$ cat src/sv/dof_pkg.sv
// ----------------------------------------------------------------------------
// dof_pkg
// Shared types, operation codes and helper functions of the density filter.
// ----------------------------------------------------------------------------
package dof_pkg;

  localparam int ValW = 32;
  localparam int SumW = 36;
  localparam int CntW = 5;
  localparam int WinW = 7;
  localparam int KeepW = 17;

  // Operation codes broadcast to the cells.
  localparam logic [2:0] OP_HOLD  = 3'd0;
  localparam logic [2:0] OP_LOAD  = 3'd1;
  localparam logic [2:0] OP_PREP  = 3'd2;
  localparam logic [2:0] OP_SCORE = 3'd3;
  localparam logic [2:0] OP_SHIFT = 3'd4;
  localparam logic [2:0] OP_CLEAR = 3'd5;
  localparam logic [2:0] OP_INS   = 3'd6;

  typedef struct packed {
    logic [ValW-1:0] val;
    logic            vld;
    logic [SumW-1:0] sum;
    logic [CntW-1:0] cnt;
  } point_t;

  typedef struct packed {
    logic [2:0]      op;
    logic [ValW-1:0] x;
  } sort_ctl_t;

  // Density class: 0 no neighbours, 2 zero distance, 1 ordinary.
  function automatic logic [1:0] dens_class(point_t p);
    logic [1:0] c;
    if (p.cnt == '0) c = 2'd0;
    else if (p.sum == '0) c = 2'd2;
    else c = 2'd1;
    return c;
  endfunction

  // True when a is strictly denser than b (cross-multiplied compare).
  function automatic logic denser(point_t a, point_t b);
    logic [1:0] ca;
    logic [1:0] cb;
    logic [SumW+CntW-1:0] pa;
    logic [SumW+CntW-1:0] pb;
    logic r;
    ca = dens_class(a);
    cb = dens_class(b);
    pa = (SumW+CntW)'(a.cnt) * (SumW+CntW)'(b.sum);
    pb = (SumW+CntW)'(b.cnt) * (SumW+CntW)'(a.sum);
    if (ca != cb) r = (ca > cb);
    else if (ca != 2'd1) r = 1'b0;
    else r = (pa > pb);
    return r;
  endfunction

  // Floor of the square root of a count of at most 64.
  function automatic logic [WinW-1:0] isqrt(logic [WinW-1:0] n);
    logic [WinW-1:0] r;
    r = '0;
    for (int i = 1; i <= 8; i++) begin
      if (14'(i * i) <= 14'(n)) r = WinW'(i);
    end
    return r;
  endfunction

endpackage

$ cat src/sv/dof_rank_cell.sv
// ----------------------------------------------------------------------------
// dof_rank_cell
// One cell of the density chain, kept in order of falling density with
// equal densities in arrival order.
// ----------------------------------------------------------------------------
module dof_rank_cell (
  input  logic            clk,
  input  logic            rst_n,
  input  logic [2:0]      op,
  input  dof_pkg::point_t y,
  input  dof_pkg::point_t pt_l,
  input  logic            ins_l,
  input  dof_pkg::point_t pt_r,
  output dof_pkg::point_t pt,
  output logic            ins
);
  import dof_pkg::*;

  point_t pt_q, pt_nxt;

  assign ins = !pt_q.vld || denser(y, pt_q);

  always_comb begin
    pt_nxt = pt_q;
    case (op)
      OP_INS: begin
        if (ins) pt_nxt = ins_l ? pt_l : y;
      end
      OP_SHIFT: pt_nxt = pt_r;
      OP_CLEAR: pt_nxt.vld = 1'b0;
      default: ;
    endcase
  end

  always_ff @(posedge clk) begin
    if (!rst_n) begin
      pt_q.vld <= 1'b0;
    end else begin
      pt_q.vld <= pt_nxt.vld;
    end
    pt_q.val <= pt_nxt.val;
    pt_q.sum <= pt_nxt.sum;
    pt_q.cnt <= pt_nxt.cnt;
  end

  assign pt = pt_q;

endmodule

$ cat config.mk
export PLATFORM = sky130hd
export DESIGN_NAME = dof_rank_cell
export DESIGN_NICKNAME = d
export VERILOG_FILES = /design/src/sv/dof_pkg.sv /design/src/sv/dof_rank_cell.sv
export SDC_FILE = /design/constraint.sdc
export NUM_CORES = 1
export LEC_CHECK = 0
export BUFFER_PORTS_ARGS = -buffer_cell sky130_fd_sc_hd__buf_2
export CAP_MARGIN = 10
export CORE_MARGIN = 5
export CORE_UTILIZATION = 59
export CTS_CLUSTER_SIZE = 8
export DETAILED_ROUTE_END_ITERATION = 6
export PLACE_DENSITY = 0.95
export SLEW_MARGIN = 20
export SYNTH_ARGS = -nofsm -noshare
export SYNTH_HDL_FRONTEND = slang
export SYNTH_SLANG_ARGS = --single-unit
$ cat constraint.sdc
create_clock -name clk -period 10.63 [get_ports clk]
set_input_delay 0.5315 -clock clk [delete_from_list [all_inputs] [get_ports clk]]
set_output_delay 0.5315 -clock clk [all_outputs]
set_load 0.005 [all_outputs]
==> metrics.txt <==
outcome completed; EDFF count, synth 73; Clk pin slew, worst setup/hold paths 70 ps; Ports 303; drt pass-1 iters 5; Slew Limit Fails 0; initial antenna violation count 1; worst slew pin tran 1040 ps; CTS tree yes; Power Dens Cells 211 nW/um2; yosys warns 0; Syn Area/Cell 8.51 um2; worst r2r src pt[2]; # port buffers 302; non-filler cells, final 2,550; Die H 176 um; total CTS buffers 9; Req. time, crit path 10,100 ps; CTS resizes 0; Setup crit start kind flop; critical path class flop to output port; Async SR Flop Fraction 0; relative slew slack 0.306; CP Launch Point pt[2]; CP max stage cell a2111oi_0; syn nets 2,495; CP Max Fanout 27; final wirelength 47,000 um; Core ar. 27,600 um2; Synth Register Bits 74; Via density 5.77; FILL cells 2,125; n_diodes 0; root buffer cell clkbuf_16; Worst setup EP type output port; Peak VDD IR 0.000123 V; commonest cells after routing, fill and taps aside inv_1, buf_2, and2_1, nand2_1, fa_1; CP bufs+invs 4; clock skew 10.7 ps; total number of vias 14,700; Hold Violations, Final 0; drt wl/cell 18.4 um; max cap viols 0; Leak 9.28 nW; worst hold path class input port to flop; die area 31,100 um2; synthesis-to-layout area growth 12.7%; Inst Count DP 2,530; vias in the first global route 15,000; clk buf depth 2; Post-CTS Setup Repair Bufs 0; first-pass GRT wire length 76,100 um; hold_buf cts 0; routability cong. 1.00; Tmin final 7700 ps; power consumption 3.89 mW; worst hold slack 426 ps; setup TNS 0 ps; Sequential Area 2210 um2; # rows 61; Seq/Total Area, Yosys 0.135; final setup vio count 0; fmax 0.130 GHz; Final nets 2,740; H-Tree Depth 3; Worst Path Arrival 7170 ps; Post-Syn Instances 1,922; cell mode on critical path fa_1; DRT iter0 DRCs 962; GRT overflow 0; min-delay src rst_n; crit-path leading delay family compound AO/OA/AOI/OAI gates; DP HPWL 38,200 um; most common cell after layout, fill and taps aside inv_1; Mapped Area 16,400 um2; clk_lat worst skew 360 ps; share of cells above drive strength 1 0.161; largest net degree at the start of global routing 107; Synth cell types 72; Multi-input gate area 12,700 um2; Die Wd 176 um; fin crit share 0.724; max reg flops 74; Worst path max stage delay 790 ps; Tot GR Track Use 0.302; DRC viols 0; Routed Antenna Nets 0; clk sinks 74; RSZ-0062 raised after global routing no; Initial Util 0.594; predominant post-synthesis flop cell edfxtp_1
where the power goes:
group / internal, mW / switching (mW)
logic: 1.34 / 1.83
clock network: 0.165 / 0.151
registers: 0.364 / 0.0464
total: 1.87 / 2.02
routing by layer:
| layer | vias up | global-route usage | routed length (um) |
|---|---|---|---|
| met4 | 2 | 0.104 | 1710 |
| met3 | 126 | 0.0670 | 4590 |
| met2 | 747 | 0.500 | 22400 |
| met5 | - | 0 | 10 |
| li1 | 6760 | - | - |
| met1 | 7071 | 0.394 | 18300 |
cell usage after synthesis, types with 3 or more instances:
master    count  area [um2]
a31oi_1       5        31.3
nand3b_1      3        22.5
o21ai_0     118         591
o21bai_1     15         113
nor4_1       21         131
xor2_1       24         210
ha_1        141        1760
fa_1        204        4080
and2_1      266        1660
a21o_1       38         285
a211o_1       4        35.0
o21ai_1       6        30.0
a221oi_1      3        26.3
xnor2_1      37         324
edfxtp_1     73        2190
mux2i_1      78         781
o211ai_1      9        67.6
nand2_1     212         796
or2_2         4        25.0
nand3_1      21         105
clkbuf_1     64         240
inv_1       304        1140
nor2_1       53         199
nand4_1      19         119
and3_1        6        37.5
nor3_1       13        65.1
a211oi_1     11        82.6
o21a_1       17         128
o31ai_1       3        22.5
buf_2         5        25.0
nand2b_1     10        62.6
buf_1         6        22.5
or4_1         3        22.5
nor2b_1      10        62.6
a21oi_1      72         360
final timing paths:
check,end,slack [ps],cells past startpoint
worst min register to register,pt[41],700,4
worst min-delay path,pt[41],430,3
worst max register to register,pt[52],2990,25
worst max-delay path,ins,2930,25
kinds of logic (layout without fill, tap and decap cells):
family | Yosys count | in the layout | share of synthesized area
fa+ha+maj | 345 | 345 | 0.358
buf+inv | 379 | 629 | 0.0874
simple gates | 653 | 653 | 0.209
xor+xnor | 61 | 61 | 0.0327
mux | 78 | 78 | 0.0477
flops | 74 | 74 | 0.135
compound gates | 332 | 332 | 0.130
through the flow:
| step | util | area (um2) | setup slack, ps |
|---|---|---|---|
| 2_1_floorplan | - | 16400 | 2620 |
| 3_3_place_gp | 0.656 | 18100 | 2860 |
| 3_5_place_dp | 0.656 | 18100 | 2600 |
| 4_1_cts | 0.667 | 18400 | 2490 |
| 5_1_grt | 0.669 | 18400 | 2370 |
| 6_report | 0.669 | 18400 | 2930 |
area by class of cell:
type                            instances  share of cell area
Clock buffer                            9              0.0122
Clock inverter                          7             0.00360
Inverter                              304              0.0619
Multi-Input combinational cell       1469               0.690
Sequential cell                        74               0.120
Tap cell                              378              0.0257
Timing Repair Buffer                  309              0.0866
worst reg2reg max path, cell delays in order (launching register included):
cell and delay, ps:
edfxtp_1 600, buf_8 260, and2_1 180, fa_1 480, fa_1 530, inv_1 60
fa_1 470, inv_1 40, ha_1 320, a21oi_1 240, o21ai_0 130, a41oi_1 240
nand2_1 130, o31ai_4 290, a31oi_2 190, o311ai_4 340, nor3_1 80, a311oi_1 290
ha_1 310, a21o_1 170, a21o_1 170, a21oi_1 120, o21ai_0 80, a2111oi_0 790
nor3_1 140, or2_4 600
(Power assumes the default switching activity.)
