`src/sv/dof_pkg.sv`:
```
// ----------------------------------------------------------------------------
// dof_pkg
// Shared types, operation codes and helper functions of the density filter.
// ----------------------------------------------------------------------------
package dof_pkg;

  localparam int ValW = 32;
  localparam int SumW = 36;
  localparam int CntW = 5;
  localparam int WinW = 7;
  localparam int KeepW = 17;

  // Operation codes broadcast to the cells.
  localparam logic [2:0] OP_HOLD  = 3'd0;
  localparam logic [2:0] OP_LOAD  = 3'd1;
  localparam logic [2:0] OP_PREP  = 3'd2;
  localparam logic [2:0] OP_SCORE = 3'd3;
  localparam logic [2:0] OP_SHIFT = 3'd4;
  localparam logic [2:0] OP_CLEAR = 3'd5;
  localparam logic [2:0] OP_INS   = 3'd6;

  typedef struct packed {
    logic [ValW-1:0] val;
    logic            vld;
    logic [SumW-1:0] sum;
    logic [CntW-1:0] cnt;
  } point_t;

  typedef struct packed {
    logic [2:0]      op;
    logic [ValW-1:0] x;
  } sort_ctl_t;

  // Density class: 0 no neighbours, 2 zero distance, 1 ordinary.
  function automatic logic [1:0] dens_class(point_t p);
    logic [1:0] c;
    if (p.cnt == '0) c = 2'd0;
    else if (p.sum == '0) c = 2'd2;
    else c = 2'd1;
    return c;
  endfunction

  // True when a is strictly denser than b (cross-multiplied compare).
  function automatic logic denser(point_t a, point_t b);
    logic [1:0] ca;
    logic [1:0] cb;
    logic [SumW+CntW-1:0] pa;
    logic [SumW+CntW-1:0] pb;
    logic r;
    ca = dens_class(a);
    cb = dens_class(b);
    pa = (SumW+CntW)'(a.cnt) * (SumW+CntW)'(b.sum);
    pb = (SumW+CntW)'(b.cnt) * (SumW+CntW)'(a.sum);
    if (ca != cb) r = (ca > cb);
    else if (ca != 2'd1) r = 1'b0;
    else r = (pa > pb);
    return r;
  endfunction

  // Floor of the square root of a count of at most 64.
  function automatic logic [WinW-1:0] isqrt(logic [WinW-1:0] n);
    logic [WinW-1:0] r;
    r = '0;
    for (int i = 1; i <= 8; i++) begin
      if (14'(i * i) <= 14'(n)) r = WinW'(i);
    end
    return r;
  endfunction

endpackage

```
`src/sv/dof_sort_cell.sv`:
```
// ----------------------------------------------------------------------------
// dof_sort_cell
// One cell of the ascending insertion chain; also scores its own point by
// accumulating distances to values travelling past in both directions.
// ----------------------------------------------------------------------------
module dof_sort_cell (
  input  logic                          clk,
  input  logic                          rst_n,
  input  dof_pkg::sort_ctl_t            ctl,
  input  dof_pkg::point_t               pt_l,
  input  logic                          ins_l,
  input  logic [dof_pkg::ValW-1:0]      trr_l,
  input  logic                          trr_v_l,
  input  dof_pkg::point_t               pt_r,
  input  logic [dof_pkg::ValW-1:0]      trl_r,
  input  logic                          trl_v_r,
  output dof_pkg::point_t               pt,
  output logic                          ins,
  output logic [dof_pkg::ValW-1:0]      trl,
  output logic                          trl_v,
  output logic [dof_pkg::ValW-1:0]      trr,
  output logic                          trr_v
);
  import dof_pkg::*;

  point_t          pt_r_q, pt_nxt;
  logic [ValW-1:0] trl_r_q, trl_nxt, trr_r_q, trr_nxt;
  logic            trlv_r, trlv_nxt, trrv_r, trrv_nxt;
  logic [ValW-1:0] dl, dr;

  assign ins = !pt_r_q.vld || (pt_r_q.val > ctl.x);
  assign dl  = (trl_r >= pt_r_q.val) ? trl_r - pt_r_q.val : pt_r_q.val - trl_r;
  assign dr  = (trr_l >= pt_r_q.val) ? trr_l - pt_r_q.val : pt_r_q.val - trr_l;

  always_comb begin
    pt_nxt   = pt_r_q;
    trl_nxt  = trl_r_q;
    trr_nxt  = trr_r_q;
    trlv_nxt = trlv_r;
    trrv_nxt = trrv_r;
    case (ctl.op)
      OP_LOAD: begin
        if (ins) begin
          if (ins_l) begin
            pt_nxt.val = pt_l.val;
            pt_nxt.vld = pt_l.vld;
          end else begin
            pt_nxt.val = ctl.x;
            pt_nxt.vld = 1'b1;
          end
        end
      end
      OP_PREP: begin
        trl_nxt    = pt_r_q.val;
        trr_nxt    = pt_r_q.val;
        trlv_nxt   = pt_r_q.vld;
        trrv_nxt   = pt_r_q.vld;
        pt_nxt.sum = '0;
        pt_nxt.cnt = '0;
      end
      OP_SCORE: begin
        trl_nxt  = trl_r;
        trlv_nxt = trl_v_r;
        trr_nxt  = trr_l;
        trrv_nxt = trr_v_l;
        pt_nxt.sum = pt_r_q.sum + (trl_v_r ? SumW'(dl) : '0)
                                + (trr_v_l ? SumW'(dr) : '0);
        pt_nxt.cnt = pt_r_q.cnt + CntW'(trl_v_r) + CntW'(trr_v_l);
      end
      OP_SHIFT: pt_nxt = pt_r;
      OP_CLEAR: pt_nxt.vld = 1'b0;
      default: ;
    endcase
  end

  always_ff @(posedge clk) begin
    if (!rst_n) begin
      pt_r_q.vld <= 1'b0;
    end else begin
      pt_r_q.vld <= pt_nxt.vld;
    end
    pt_r_q.val <= pt_nxt.val;
    pt_r_q.sum <= pt_nxt.sum;
    pt_r_q.cnt <= pt_nxt.cnt;
    trl_r_q    <= trl_nxt;
    trr_r_q    <= trr_nxt;
    trlv_r     <= trlv_nxt;
    trrv_r     <= trrv_nxt;
  end

  assign pt    = pt_r_q;
  assign trl   = trl_r_q;
  assign trr   = trr_r_q;
  assign trl_v = trlv_r;
  assign trr_v = trrv_r;

endmodule

```
`config.mk`:
```
export PLATFORM = sky130hd
export DESIGN_NAME = dof_sort_cell
export DESIGN_NICKNAME = d
export VERILOG_FILES = /design/src/sv/dof_pkg.sv /design/src/sv/dof_sort_cell.sv
export SDC_FILE = /design/constraint.sdc
export NUM_CORES = 1
export LEC_CHECK = 0
export BUFFER_PORTS_ARGS = -buffer_cell sky130_fd_sc_hd__buf_2
export CAP_MARGIN = 0
export CORE_UTILIZATION = 46
export CTS_CLUSTER_SIZE = 12
export DETAILED_ROUTE_END_ITERATION = 10
export PLACE_DENSITY = 0.73
export SETUP_SLACK_MARGIN = 0.1
export SYNTH_ARGS = -nofsm -noshare
export SYNTH_HDL_FRONTEND = slang
export SYNTH_SLANG_ARGS = --single-unit
```
`constraint.sdc`:
```
create_clock -name clk -period 7.45 [get_ports clk]
set_clock_uncertainty 0.1 [all_clocks]
set_input_delay 1.8625 -clock clk [delete_from_list [all_inputs] [get_ports clk]]
set_output_delay 1.8625 -clock clk [all_outputs]
set_load 0.05 [all_outputs]
```
==> out/qor.txt <==
===============================================================================================
GRT Residual Overflow                                                                         0
Mean post-synth cell area                                                              8.44 µm²
Number of flops mapped to enable cells by yosys                                             139
Period utilization                                                                        97.6%
Outcome                                                                            complete, no violations
Critical setup path kind                                                           primary input to flop
Average wire length per cell after detail routing                                       20.4 µm
Synth top area share                                                                      25.3%
Cell count after placement                                                                3,064
Post-detailed-placement half-perimeter wirelength                                       51.1 mm
Starting utilization of the core area                                                     47.2%
Wire length of the first global-routing pass                                            94.5 mm
Routed Wire Length                                                                      64.1 mm
Die X-Extent                                                                             191 µm
Rows                                                                                         68
Placeable core area                                                                  34,900 µm²
Flop-to-flop setup slack                                                                0.96 ns
Antenna violations before repair                                                              6
Kind of start point of the critical path                                           primary input
Total global routing track utilization                                                    34.1%
RSZ-0062 raised after global routing                                                       true
Clk_lat worst skew                                                                      0.47 ns
CTS tree                                                                                  built
MaxCap Viol Count                                                                             0
Cell taking the most area after synthesis                                          sky130_fd_sc_hd__edfxtp_1
Cell at the root of the clock tree                                                 sky130_fd_sc_hd__clkbuf_16
Detailed router's first-iteration violation count                                         1,661
Number of buffers between clock root and the deepest sink                                     2
Final antenna-violating net count                                                             0
Startpoint of the most critical register-to-register path                                pt[43]
Number of sinks driven by the clock tree                                                    140
F_max                                                                                   138 MHz
Worst r2r dst                                                                            pt[27]
Launch point of the critical path                                                     trr_l[26]
Clock input transition at the sequential cells of the worst setup and hold paths        0.07 ns
Distinct cells, synth                                                                        82
Critical path capture point type                                                           flop
Fraction of the yosys area taken by sequential cells                                      25.5%
Top cells by area in the synthesized netlist                                       sky130_fd_sc_hd__edfxtp_1 25%, sky130_fd_sc_hd__ha_1 15%, sky130_fd_sc_hd__o21ai_0 6.5%, sky130_fd_sc_hd__a21o_1 5.6%, sky130_fd_sc_hd__a21oi_1 5.0%
GR peak layer                                                                              met2
Arrival time of data at the critical path endpoint                                      7.34 ns
Maximum fanout count along the critical path                                                  6
Detailed-routing iteration count for the pre-antenna-repair pass                              7
Class of the tightest hold or removal check                                        flop to flop
Seq pwr share                                                                             20.7%
Sw power                                                                                2.03 mW
Net switching fraction of the power                                                       42.2%
Transition at the pin with the smallest max-transition slack                            1.11 ns
Cell with the largest stage delay on the worst path                                sky130_fd_sc_hd__fa_1
Number of cells on the worst reg-to-reg path                                                 25
Time the worst path needs with I/O delays and setup                                     7.27 ns
Share of power burned in combinational logic                                              60.7%
Delay of the slowest critical-path stage                                                0.45 ns
Detailed-route vias per instance                                                           5.70
Vias after detailed routing                                                               17.9k
Met1 track demand over resource                                                           49.1%
P_int                                                                                   2.77 mW
Final Non-Filler Cells                                                                    3,137
Fraction of final layout cells sized beyond drive strength 1                              36.1%
Worst hold margin                                                                      0.549 ns
Synth Register Bits                                                                         140
Max Slew Vio Count                                                                            0
Final Hold Fails                                                                              0
Synthesized net count                                                                     2,433
# port buffers                                                                              351
Area of the mapped netlist                                                           16,500 µm²
Pwr dens                                                                             207 nW/µm²
Last weighted congestion value of the routability-driven placer                           0.952
Number of warnings printed during yosys synthesis                                             0
Origin of the worst min-delay path                                                       pt[73]
Max_slew headroom                                                                         25.5%
Die boundary height                                                                      191 µm
Primary flip-flop cell chosen by synthesis mapping                                 sky130_fd_sc_hd__edfxtp_1
Worst Hold Path Cells                                                                         2
Top library cells by usage in the layout, fill and taps aside                      435 x sky130_fd_sc_hd__buf_4, 348 x sky130_fd_sc_hd__buf_2, 200 x sky130_fd_sc_hd__o21ai_0
Drt drc                                                                                       0
Share of async-settable or async-resettable flops after synthesis                            0%
Worst path required time                                                                7.52 ns
Fin nets                                                                                  3,146
Synthesis-to-finish area growth                                                           41.1%
Met2 layer usage reported by global route                                                 53.3%
H-tree level count                                                                            4
Die area                                                                             36,600 µm²
Filler Cell Count                                                                         2,918
LEAKAGE                                                                                 11.5 nW
Boundary pin count                                                                          393
Maximum number of pins on one net before global-route repair                                131
Worst VDD drop                                                                       0.000202 V
Met3 capacity usage during global routing                                                 4.17%
TritonCTS buffer count                                                                       17
Sink of the worst hold path                                                             trr[31]
Commonest non-fill, non-tap cell in the layout                                     sky130_fd_sc_hd__buf_4
Cell count after synthesis                                                                1,952
Via count of the first global-routing pass                                                17.0k
Clk pwr share                                                                             18.6%
Final count of negative-setup-slack endpoints                                                 0
===============================================================================================
-- power by group through the flow --
stage	combinational [mW]	clock (mW)	sequential (mW)
6_report	2.91	0.893	0.995
5_1_grt	3.13	0.931	0.999
4_1_cts	2.68	0.902	0.991
3_5_place_dp	2.56	0	1.01
3_3_place_gp	2.53	0	1.01
2_1_floorplan	1.36	0	1.16
-- logic make-up (layout without fill, tap and decap cells) --
logic type      Yosys count  after routing  share of synthesized area, %
simple gates            479            479                          14.1
buf+inv                 262            988                          6.27
xor+xnor                 85             85                          4.52
mux                      65             65                          4.03
flops                   140            140                          25.5
other cells               0              4                             0
fa+ha+maj               229            229                          19.1
compound gates          692            692                          26.5
-- critical path, delay by kind of cell --
family                   cells  cell delay, ns
buffers and inverters        5            0.60
adder cells (fa/ha/maj)      3            0.91
XOR/XNOR                     1            0.22
AND/OR/NAND/NOR              8            1.75
AO/OA/AOI/OAI                9            1.70
multiplexers                 1            0.27
-- worst max path at each step --
stage                     endpoint  slack (ns)
final                       pt[27]        0.18
after detailed placement    pt[37]       -0.73
after CTS                   pt[29]        0.06
after floorplan             pt[37]        0.10
after global placement      pt[37]       -0.76
after global routing        pt[27]       -0.07
-- per-layer routing --
metal	up-vias	wire [µm]
met3	91	4720
met2	755	28600
met4	0	1610
met5	-	0
li1	8488	-
met1	8553	29200
-- sequential cells by signal, indices dropped and copies added (netlist names) --
name,cells
pt,74
trl,32
trl_v,1
trr,32
trr_v,1
-- area by class of cell --
type | instances | area, µm² | area share, %
antenna | 4 | 10.0 | 0.0431
clock buffer | 17 | 425 | 1.83
clock inverter | 15 | 166 | 0.716
inverter | 162 | 608 | 2.62
multi-input combinational | 1550 | 12100 | 52.1
sequential | 140 | 4190 | 18.1
tap | 455 | 569 | 2.45
timing repair buffer | 794 | 5160 | 22.2
-- stage by stage --
stage / TNS (ns) / area (µm²) / power (mW) / worst slack (ns) / util, %
global route: -0.117 / 23200 / 5.06 / -0.0737 / 66.6
floorplan: 0 / 16500 / 2.52 / 0.102 / -
global placement: -10.59 / 21500 / 3.54 / -0.758 / 61.7
finish: 0 / 23200 / 4.80 / 0.178 / 66.6
detailed placement: -9.41 / 21500 / 3.57 / -0.732 / 61.7
CTS: 0 / 22400 / 4.58 / 0.0587 / 64.1
-- what timing repair did --
item	4_1_cts	5_1_grt
endpoints found under the hold margin	0	0
buffers inserted	10	27
hold buffers	0	0
cloned	0	1
pin swaps	23	75
setup endpoints to repair	16	18
gates resized for setup	42	126
-- synthesized netlist by cell type, drive strengths merged (6+ instances only) --
library cell  count
xor2             36
mux2i            58
a2111oi           6
mux2              7
ha              191
xnor2            49
nand2b           14
edfxtp          139
a221oi           10
a211oi           15
and2             44
nand3            29
inv             162
a21o            122
a21boi           12
o31ai             7
nand2           194
o21a             18
clkbuf           70
or3               6
o21bai           37
fa               38
buf              30
and3             19
a31oi            14
nand4            32
a21oi           163
o211ai           15
o21ai           217
nor2             74
nor3             20
nor2b            18
Note: power is estimated with default switching activity, not from simulation.
